**src/sv/cbc_pkg.sv**
```systemverilog
// Shared types and codes for the cartridge bank controller.
// No dependencies; used by every module of the block.
package cbc_pkg;

  // Access kinds (tuser on the request side)
  localparam logic KIND_READ  = 1'b0;
  localparam logic KIND_WRITE = 1'b1;

  // Result targets (tuser on the result side)
  localparam logic [1:0] TGT_INTERNAL = 2'd0;
  localparam logic [1:0] TGT_ROM      = 2'd1;
  localparam logic [1:0] TGT_RAM      = 2'd2;
  localparam logic [1:0] TGT_DROP     = 2'd3;

  // Controller kinds that react to control writes
  localparam logic [2:0] CTRL_NONE  = 3'd0;
  localparam logic [2:0] CTRL_ONE   = 3'd1;
  localparam logic [2:0] CTRL_THREE = 3'd3;

  // Clock select states (type three)
  localparam logic [1:0] CS_RAM   = 2'd0;
  localparam logic [1:0] CS_CLOCK = 2'd1;
  localparam logic [1:0] CS_ARMED = 2'd2;

  // Configuration register indexes
  localparam logic [1:0] CFG_KIND      = 2'd0;
  localparam logic [1:0] CFG_ROM_COUNT = 2'd1;
  localparam logic [1:0] CFG_RAM_COUNT = 2'd2;
  localparam logic [1:0] CFG_RAM_SMALL = 2'd3;

  // Control write regions, address bits 14:13 below 0x8000
  localparam logic [1:0] REG_RAM_EN   = 2'd0;
  localparam logic [1:0] REG_BANK_LO  = 2'd1;
  localparam logic [1:0] REG_BANK_HI  = 2'd2;
  localparam logic [1:0] REG_MODE     = 2'd3;

  localparam logic [3:0] RAM_EN_KEY   = 4'hA;
  localparam logic [7:0] CLK_SEL_LO   = 8'h08;
  localparam logic [7:0] CLK_SEL_HI   = 8'h0C;

  localparam int REQ_DATA_W = 24;
  localparam int RES_DATA_W = 24;

  typedef struct packed {
    logic [2:0] controller_kind;
    logic [7:0] rom_banks;
    logic [3:0] ram_bank_count;
    logic       ram_small;
  } cfg_t;

  typedef struct packed {
    logic [6:0] rom_bank_index;
    logic [1:0] ram_bank_index;
    logic       ram_enabled;
    logic       banking_mode;
    logic [1:0] clock_select;
  } ctrl_state_t;

  typedef struct packed {
    logic        kind;
    logic [15:0] address;
    logic [7:0]  write_data;
  } req_t;

  typedef struct packed {
    logic [1:0]  target;
    logic [6:0]  bank;
    logic [15:0] local_address;
  } res_t;

endpackage

```
**src/sv/cbc_state.sv**
```systemverilog
// Banking state of the controller, updated by control writes below 0x8000.
// Depends on cbc_pkg.
module cbc_state (
  input  logic                 clk,
  input  logic                 rst,
  input  logic                 update,
  input  cbc_pkg::req_t        req,
  input  cbc_pkg::cfg_t        cfg,
  output cbc_pkg::ctrl_state_t st
);

  cbc_pkg::ctrl_state_t st_next;

  always_comb begin
    logic [7:0] d;
    logic [6:0] rom;
    d = req.write_data;
    rom = st.rom_bank_index;
    st_next = st;
    if (update && req.kind == cbc_pkg::KIND_WRITE && !req.address[15] &&
        (cfg.controller_kind == cbc_pkg::CTRL_ONE ||
         cfg.controller_kind == cbc_pkg::CTRL_THREE)) begin
      if (req.address[14:13] == cbc_pkg::REG_RAM_EN) begin
        st_next.ram_enabled = (d[3:0] == cbc_pkg::RAM_EN_KEY);
      end else if (cfg.controller_kind == cbc_pkg::CTRL_ONE) begin
        case (req.address[14:13])
          cbc_pkg::REG_BANK_LO: begin
            rom = {rom[6:5], d[4:0]};
            if (rom[4:0] == 5'd0) rom[0] = 1'b1;
            st_next.rom_bank_index = rom;
          end
          cbc_pkg::REG_BANK_HI: begin
            if (!st.banking_mode) begin
              rom = {d[1:0], rom[4:0]};
              if (rom[4:0] == 5'd0) rom[0] = 1'b1;
              st_next.rom_bank_index = rom;
            end else begin
              st_next.ram_bank_index = d[1:0];
            end
          end
          default: st_next.banking_mode = d[0];
        endcase
      end else begin
        case (req.address[14:13])
          cbc_pkg::REG_BANK_LO: st_next.rom_bank_index = d[6:0];
          cbc_pkg::REG_BANK_HI: begin
            if (d >= cbc_pkg::CLK_SEL_LO && d <= cbc_pkg::CLK_SEL_HI) begin
              st_next.clock_select = cbc_pkg::CS_CLOCK;
            end else begin
              if (d[7:2] == 6'd0) st_next.ram_bank_index = d[1:0];
              st_next.clock_select = cbc_pkg::CS_RAM;
            end
          end
          default: begin
            // latch sequence: 0 arms, then 1 returns to clock selected
            if (st.clock_select == cbc_pkg::CS_CLOCK && d == 8'd0)
              st_next.clock_select = cbc_pkg::CS_ARMED;
            else if (st.clock_select == cbc_pkg::CS_ARMED && d == 8'd1)
              st_next.clock_select = cbc_pkg::CS_CLOCK;
          end
        endcase
      end
    end
  end

  always_ff @(posedge clk) begin
    if (rst) begin
      st <= '0;
    end else begin
      st <= st_next;
    end
  end

endmodule

```
**src/sv/cbc_map.sv**
```systemverilog
// Address decode: maps one access onto internal memory, a ROM bank,
// a RAM bank or a dropped write. Pure logic; depends on cbc_pkg.
module cbc_map (
  input  cbc_pkg::req_t        req,
  input  cbc_pkg::cfg_t        cfg,
  input  cbc_pkg::ctrl_state_t st,
  output cbc_pkg::res_t        res
);

  logic is_write;
  logic ram_window;
  logic ram_ok;
  logic rom_ok;

  assign is_write   = (req.kind == cbc_pkg::KIND_WRITE);
  assign ram_window = (req.address[15:13] == 3'b101);
  // 2 KiB parts only answer below 0xA800
  assign ram_ok = st.ram_enabled && st.clock_select == cbc_pkg::CS_RAM &&
                  cfg.ram_bank_count != 4'd0 &&
                  (req.address[12:11] == 2'b00 || !cfg.ram_small) &&
                  ({2'b00, st.ram_bank_index} < cfg.ram_bank_count);
  assign rom_ok = !is_write && req.address[15:14] == 2'b01 &&
                  cfg.controller_kind != cbc_pkg::CTRL_NONE &&
                  ({1'b0, st.rom_bank_index} < cfg.rom_banks);

  always_comb begin
    res.target        = cbc_pkg::TGT_INTERNAL;
    res.bank          = 7'd0;
    res.local_address = req.address;
    if (is_write && !req.address[15]) begin
      res.target = cbc_pkg::TGT_DROP;
    end else if (ram_window) begin
      if (ram_ok) begin
        res.target        = cbc_pkg::TGT_RAM;
        res.bank          = {5'd0, st.ram_bank_index};
        res.local_address = {3'd0, req.address[12:0]};
      end else if (is_write) begin
        res.target = cbc_pkg::TGT_DROP;
      end
    end else if (rom_ok) begin
      res.target        = cbc_pkg::TGT_ROM;
      // bank zero reads as bank one
      res.bank          = (st.rom_bank_index == 7'd0) ? 7'd1 : st.rom_bank_index;
      res.local_address = {2'd0, req.address[13:0]};
    end
  end

endmodule

```
**src/sv/cartridge_bank_controller_top.sv**
```systemverilog
// Top level of the cartridge bank controller: request register, decode,
// result register and configuration registers. Depends on cbc_pkg,
// cbc_state and cbc_map.
//
// Usage:
//   Requests enter on s_* (tuser = access kind, tdata = address and data).
//   Each request yields exactly one result on m_* (tuser = target,
//   tdata = bank and local address), in order.
//   A request passes the request register, then the result register, on its
//   way to m_tvalid. Throughput: one request per cycle while the result side
//   does not stall; the decode and the banking state update both sit in the
//   single logic stage between the two registers, so each request sees the
//   state left by the one before it.
//   Stalls: while m_tready is low the result holds, the request register
//   still takes one more request if it is empty, then s_tready drops until
//   the result drains.
//   Reset (rst, synchronous) empties both registers and clears the banking
//   state; configuration returns to kind none, two ROM banks, no RAM,
//   full-size RAM window.
//   Configuration: cfg_ready is always high; write only while idle.
module cartridge_bank_controller_top (
  input  logic        clk,
  input  logic        rst,
  // request channel
  input  logic        s_tvalid,
  output logic        s_tready,
  input  logic [23:0] s_tdata,   // [15:0] address, [23:16] write_data
  input  logic        s_tuser,   // [0] kind
  // result channel
  output logic        m_tvalid,
  input  logic        m_tready,
  output logic [23:0] m_tdata,   // [6:0] bank, [22:7] local_address, [23] zero
  output logic [1:0]  m_tuser,   // [1:0] target
  // configuration write channel
  input  logic        cfg_valid,
  output logic        cfg_ready,
  input  logic [1:0]  cfg_index,
  input  logic [7:0]  cfg_data
);

  cbc_pkg::cfg_t        cfg;
  cbc_pkg::ctrl_state_t st;
  cbc_pkg::req_t        req;
  cbc_pkg::res_t        res;
  cbc_pkg::res_t        res_q;

  logic req_valid;
  logic res_ready;
  logic advance;

  // result register can load when empty or being drained
  assign res_ready = !m_tvalid || m_tready;
  assign advance   = req_valid && res_ready;
  assign s_tready  = !req_valid || res_ready;
  assign cfg_ready = 1'b1;

  // configuration registers
  always_ff @(posedge clk) begin
    if (rst) begin
      cfg.controller_kind <= cbc_pkg::CTRL_NONE;
      cfg.rom_banks       <= 8'd2;
      cfg.ram_bank_count  <= 4'd0;
      cfg.ram_small       <= 1'b0;
    end else if (cfg_valid && cfg_ready) begin
      unique case (cfg_index)
        cbc_pkg::CFG_KIND:      cfg.controller_kind <= cfg_data[2:0];
        cbc_pkg::CFG_ROM_COUNT: cfg.rom_banks       <= cfg_data;
        cbc_pkg::CFG_RAM_COUNT: cfg.ram_bank_count  <= cfg_data[3:0];
        cbc_pkg::CFG_RAM_SMALL: cfg.ram_small       <= cfg_data[0];
      endcase
    end
  end

  // request register
  always_ff @(posedge clk) begin
    if (rst) begin
      req_valid <= 1'b0;
    end else if (s_tready) begin
      req_valid <= s_tvalid;
    end
  end

  always_ff @(posedge clk) begin
    if (s_tvalid && s_tready) begin
      req.kind       <= s_tuser;
      req.address    <= s_tdata[15:0];
      req.write_data <= s_tdata[23:16];
    end
  end

  // banking state advances only when the request moves to the result stage
  cbc_state u_state (
    .clk    (clk),
    .rst    (rst),
    .update (advance),
    .req    (req),
    .cfg    (cfg),
    .st     (st)
  );

  cbc_map u_map (
    .req (req),
    .cfg (cfg),
    .st  (st),
    .res (res)
  );

  // result register
  always_ff @(posedge clk) begin
    if (rst) begin
      m_tvalid <= 1'b0;
    end else if (res_ready) begin
      m_tvalid <= req_valid;
    end
  end

  always_ff @(posedge clk) begin
    if (advance) begin
      res_q <= res;
    end
  end

  assign m_tuser = res_q.target;
  assign m_tdata = {1'b0, res_q.local_address, res_q.bank};

endmodule

```
**config.mk**
```make
export PLATFORM = sky130hd
export DESIGN_NAME = cartridge_bank_controller_top
export DESIGN_NICKNAME = d
export VERILOG_FILES = /design/src/sv/cbc_pkg.sv /design/src/sv/cbc_state.sv /design/src/sv/cbc_map.sv /design/src/sv/cartridge_bank_controller_top.sv
export SDC_FILE = /design/constraint.sdc
export NUM_CORES = 1
export LEC_CHECK = 0
export BUFFER_PORTS_ARGS = -buffer_cell sky130_fd_sc_hd__buf_4
export CORE_MARGIN = 1
export CORE_UTILIZATION = 54
export CTS_CLUSTER_DIAMETER = 30
export CTS_CLUSTER_SIZE = 10
export DETAILED_ROUTE_END_ITERATION = 12
export GPL_TIMING_DRIVEN = 0
export HOLD_SLACK_MARGIN = 0.1
export PLACE_DENSITY = 0.85
export RECOVER_POWER = 50
export SLEW_MARGIN = 20
export SYNTH_ARGS = -nofsm -noshare
export SYNTH_HDL_FRONTEND = slang
export SYNTH_SLANG_ARGS = --single-unit
```
**constraint.sdc**
```tcl
create_clock -name clk -period 2.9 [get_ports clk]
set_clock_uncertainty 0.15 [all_clocks]
set_input_delay 0.435 -clock clk [delete_from_list [all_inputs] [get_ports clk]]
set_output_delay 0.435 -clock clk [all_outputs]
set_load 0.005 [all_outputs]
```
Word-level counts from Yosys, hierarchy flattened
Cells that the tools add are included.
{"block": "op_classes", "magnitude_cmp": 4, "reduce_logical": 52, "eq_ne": 19, "n_mux": 22, "bitwise_logic": 4}
{"operator": "$mux 25", "count": 1}
{"operator": "$mux 24", "count": 1}
{"operator": "$mux 7", "count": 3}
{"operator": "$mux 18", "count": 1}
{"operator": "$mux 2", "count": 9}
{"operator": "$reduce_and 6->1", "count": 3}
{"operator": "$logic_and 1x1->1", "count": 16}
{"operator": "$mux 16", "count": 1}
{"operator": "$pmux 7 s2", "count": 1}
{"operator": "$logic_not 5->1", "count": 2}
{"operator": "$reduce_and 2->1", "count": 5}
{"operator": "$reduce_and 5->1", "count": 2}
{"operator": "$mux 9", "count": 1}
{"operator": "$eq 2x1->1 const B", "count": 4}
{"operator": "$eq 2x2->1 const B", "count": 4}
{"operator": "$eq 8x1->1 const B", "count": 1}
{"operator": "$ge 8x4->1 const B", "count": 1}
{"operator": "$le 8x4->1 const B", "count": 1}
{"operator": "$logic_not 2->1", "count": 4}
{"operator": "$logic_not 8->1", "count": 1}
{"operator": "$lt 7x8->1", "count": 1}
{"operator": "$logic_not 7->1", "count": 1}
{"operator": "$logic_not 6->1", "count": 1}
{"operator": "$ne 3x3->1 const B", "count": 2}
{"operator": "other kinds (17)", "count": 34}
{"block": "totals", "wordCells": 120, "inputBits": 40, "ff_bits": 81, "output_inout_bits": 29}

Depth between registers and ports, before layout
{"block": "depth", "ltp_word": 8, "mapped_depth": 6}

Hierarchy
From an unflattened synthesis, not the netlist that was laid out.
{"block": "hier_totals", "cells_unflattened": 302, "hier_area_um2": 3693.5}
{"mod": "cartridge_bank_controller_top", "cells_per_inst": 129, "n_inst": 1, "area_each_um2": 2293.4}
{"mod": "cbc_state", "cells_per_inst": 104, "n_inst": 1, "area_each_um2": 915.9}
{"mod": "cbc_map", "cells_per_inst": 69, "n_inst": 1, "area_each_um2": 484.2}

Least setup slack after synthesis
Ideal clock, no wire load.
{"block": "synth_path", "path_kind": "input-to-reg", "from": "in m_tready", "to": "reg res_q (netlist bit m_tdata[0]), enable pin", "setup_slack_ns": 0.766, "setup_ns": 0.407, "arrival_ns": 1.577, "stages": 2, "path_cell_list": "nor2b_1 nor2_1"}
{"block": "synth_between", "elab_chain_cells": 2}
{"item": "start, declared", "line_no": "cartridge_bank_controller_top.sv:31", "rtl": "input logic m_tready,"}
{"item": "$logic_or 1x1->1", "line_no": "cartridge_bank_controller_top.sv:52", "rtl": "assign res_ready = !m_tvalid || m_tready;"}
{"item": "$logic_and 1x1->1", "line_no": "cartridge_bank_controller_top.sv:53", "rtl": "assign advance = req_valid && res_ready;"}
{"item": "end signal, assigned", "line_no": "cartridge_bank_controller_top.sv:119", "rtl": "res_q <= res;"}
{"item": "end, declared", "line_no": "cartridge_bank_controller_top.sv:45", "rtl": "cbc_pkg::res_t res_q;"}
Every way passes these cells.
A chain may end at the register's enable or synchronous reset.

Worst setup path after layout
{"block": "layout_path", "from": "reg req[21] (netlist name)", "to": "reg u_state.st[12] (netlist name)"}
{"block": "layout_between", "elab_chain_cells": 3, "elab_cells_between_ends": 9, "cone_classes": "eq/ne: 4; bitwise: 1; reduce/logical: 4"}
{"item": "$eq 2x2->1, or another cell as far along", "line_no": "cbc_state.sv:26", "rtl": "case (req.address[14:13])"}
{"item": "$ne 3x3->1 (no line), or another cell as far along"}
{"item": "$reduce_and 6->1 (no line) *"}
Mark *: on every way between the ends. The rest lies on a longest branch, timed or not.

==> results.sh <==
export IMPL_crit_slowest_cell="edfxtp_1"
export IMPL_synthArstFlopShare=0
export IMPL_period_minus_slack_ns=2.401
export IMPL_place_gp_congestion=0.9165
export IMPL_ys_warn_count=0
export IMPL_finalMaxSlewViolations=0
export IMPL_clock_sinks=81
export IMPL_die_area_mm2=0.006747
export IMPL_syn_nets=340
export IMPL_grt_overflow=0
export IMPL_max_freq_ghz=0.4164
export IMPL_cp_cell_sequence="inv_1, ha_1, nand4bb_1, or3_4, nor3_1, mux2_2"
export IMPL_power_leakage_nw=1.719
export IMPL_clk_path_buf_depth=2
export IMPL_ff2ff_path_depth=6
export IMPL_viasPerCell=5.642
export IMPL_min_period_over_period=0.8280
export IMPL_synth_area_mm2=0.003468
export IMPL_first_global_vias=2656
export IMPL_synth_cells=288
export IMPL_hpwlAfterDp_um=5204
export IMPL_drtAntennaViolNets=0
export IMPL_routedWlPerCell_um=17.77
export IMPL_setup_violations=0
export IMPL_syn2layout_area_growth_pct=29.26
export IMPL_max_stage_delay_ns=0.44
export IMPL_worst_pin_slew_ns=0.7175
export IMPL_p_per_area_mw_per_mm2=523.5
export IMPL_critPathRequiredTime_ns=3.01
export IMPL_synth_edf_count=50
export IMPL_die_width_um=82.14
export IMPL_critPathKind="flop to flop"
export IMPL_path_clk_slew_ns=0.09
export IMPL_critPathMaxFanout=5
export IMPL_fin_nets=441
export IMPL_drc_errors=0
export IMPL_ys_seq_area_frac=0.6118
export IMPL_ctsResizeCount=0
export IMPL_arrival_ns=2.51
export IMPL_dr_pass1_iters=4
export IMPL_pin_count=69
export IMPL_antenna_found_initial=0
export IMPL_drive_gt1_frac=0.2411
export IMPL_timing_hold_worst_path_depth=3
export IMPL_finalHoldViolCount=0
export IMPL_root_buffer="clkbuf_8"
export IMPL_cp_top_family="simple AND/OR/NAND/NOR gates"
export IMPL_postLayoutSetupSlackWorst_ns=0.4987
export IMPL_clk_latency_ns=0.37
export IMPL_start_util=0.5723
export IMPL_cts_tree="built"
export IMPL_rows=28
export IMPL_rsz0062_at_grt="false"
export IMPL_ys_types=55
export IMPL_num_vias=2646
export IMPL_core_area_mm2=0.006061
export IMPL_post_cts_buffers=0
export IMPL_numCtsBuffers=9
export IMPL_path_buf_inv=1
export IMPL_ys_seq_elements=81
export IMPL_maxCapViolations=0
export IMPL_gr_usage_all_layers=0.2739
export IMPL_grt_pass1_wl_um=12900
export IMPL_finalSetupTns_ns=0
export IMPL_grt_start_max_net_pins=26
export IMPL_drt_iter0_markers=159
export IMPL_hold_path_class="primary input to flop"
export IMPL_max_vdd_ir_drop_mv=0.4910
export IMPL_cp_depth=6
export IMPL_worstSetupStartpointType="flop"
export IMPL_pre_cts_ws_ns=0.5755
export IMPL_holdBufCountCts=24
export IMPL_syn_avg_cell_area_um2=12.04
export IMPL_htreeDepth=3
export IMPL_worstSetupEndpointType="flop"
export IMPL_ys_flop_type="edfxtp_1"
export IMPL_post_route_util=0.7397
export IMPL_num_antenna_cells=0
export IMPL_drt_total_wl_um=8336
export IMPL_port_buffers=65
export IMPL_die_y_um=82.14
export IMPL_status="finished clean"
export IMPL_relSlewSlack=0.5205
==> registers in the layout, indices dropped and copies added (netlist names) <==
register	flops
m_tuser	2
req_valid	1
u_state.st	13
req	25
cfg	16
m_tvalid	1
m_tdata	23
==> routing by layer <==
metal | part of all wire | track usage | up-vias
met4 | 0.059 | 0.2158 | 0
met2 | 0.50 | 0.4446 | 126
met3 | 0.065 | 0.05824 | 41
li1 | - | - | 1249
met5 | 0 | 0 | -
met1 | 0.38 | 0.3144 | 1230
==> report_power, final <==
group | internal (mW) | switching [mW]
logic | 0.106 | 0.0937
registers | 1.27 | 0.0325
clock network | 0.401 | 0.441
==> worst reg2reg max path, stage by stage, from the launching register on <==
cell and delay (ns):
edfxtp_1 0.44, inv_1 0.13, ha_1 0.26, nand4bb_1 0.23, or3_4 0.39, nor3_1 0.32
mux2_2 0.38
==> cell usage after synthesis, drive strengths merged (2+ instances only) <==
| cell | number | area (um^2) |
|---|---|---|
| nor3 | 7 | 35.03 |
| nand4b | 2 | 17.52 |
| and2b | 2 | 17.52 |
| inv | 18 | 67.56 |
| and2 | 6 | 37.54 |
| clkbuf | 4 | 25.02 |
| nor3b | 4 | 41.29 |
| nor4bb | 2 | 20.02 |
| nand2 | 21 | 78.83 |
| conb | 2 | 7.510 |
| nand2b | 9 | 63.81 |
| edfxtp | 50 | 1501 |
| nor2b | 5 | 31.28 |
| or3 | 3 | 25.03 |
| o21ai | 11 | 55.05 |
| buf | 3 | 26.27 |
| nand4bb | 2 | 22.52 |
| nand3b | 2 | 15.01 |
| nand4 | 6 | 37.54 |
| a21oi | 21 | 105.1 |
| a211oi | 3 | 27.52 |
| mux2 | 2 | 22.52 |
| dfxtp | 31 | 620.6 |
| nor2 | 20 | 75.07 |
| a22o | 2 | 17.52 |
| nand3 | 6 | 30.03 |
| ha | 12 | 150.1 |
| o21bai | 2 | 15.01 |
| mux2i | 12 | 120.1 |
==> layout make-up <==
class                   count  area, um^2
well taps                  75       93.84
repair buffers             90       734.5
multi-input cells         182        1236
clock buffers              10       127.6
inverters                  18       67.56
fillers                   404        1578
plain buffers               7       33.78
flip-flops and latches     81        2122
clock inverters             6       67.56
==> path summary, 6_finish.rpt <==
kind              slack, ns     start              to
hold / removal         0.15  s_tvalid       req_valid
setup reg to reg       0.50   req[21]  u_state.st[12]
setup / recovery       0.50   req[21]  u_state.st[12]
hold reg to reg        0.27   req[12]     m_tdata[11]
==> cell usage in the layout, fill, tap and decap left out, drive strengths merged, types with 3 or more instances in the layout <==
| cell | instances |
|---|---|
| or3 | 3 |
| nand2b | 9 |
| inv | 19 |
| and2 | 6 |
| edfxtp | 50 |
| ha | 12 |
| dfxtp | 31 |
| a211oi | 3 |
| a21oi | 21 |
| nand3 | 6 |
| o21ai | 11 |
| buf | 19 |
| nor3b | 4 |
| nor2 | 20 |
| nand4 | 6 |
| nor2b | 5 |
| nor3 | 7 |
| dlygate4sd3 | 25 |
| mux2i | 12 |
| nand2 | 21 |
| clkbuf | 63 |
==> metrics by stage <==
step | hold WS [ns] | cells | total power, mW | cell area (um^2)
5_1_grt | 0.1716 | 469 | 2.411 | 4483
3_3_place_gp | 0.2502 | 428 | 1.491 | 4050
2_1_floorplan | 0.2503 | 288 | 1.402 | 3468
4_1_cts | 0.1017 | 468 | 2.332 | 4493
6_report | 0.1469 | 469 | 2.347 | 4483
3_5_place_dp | 0.2545 | 428 | 1.502 | 4058
==> kinds of logic (layout without fill, tap and decap cells) <==
logic type,count (synthesis),count (layout),synth area share
other,2,2,0.002165
AOI/OAI and AO/OA,50,50,0.09271
DFF,81,81,0.6118
muxes,14,14,0.04113
xor gates and xnor gates,1,1,0.002526
buffers and inverters,25,131,0.03427
and+or+nand+nor,103,103,0.1721
adders and majority gates,12,12,0.04329
Note: power is estimated with default switching activity, not from simulation.
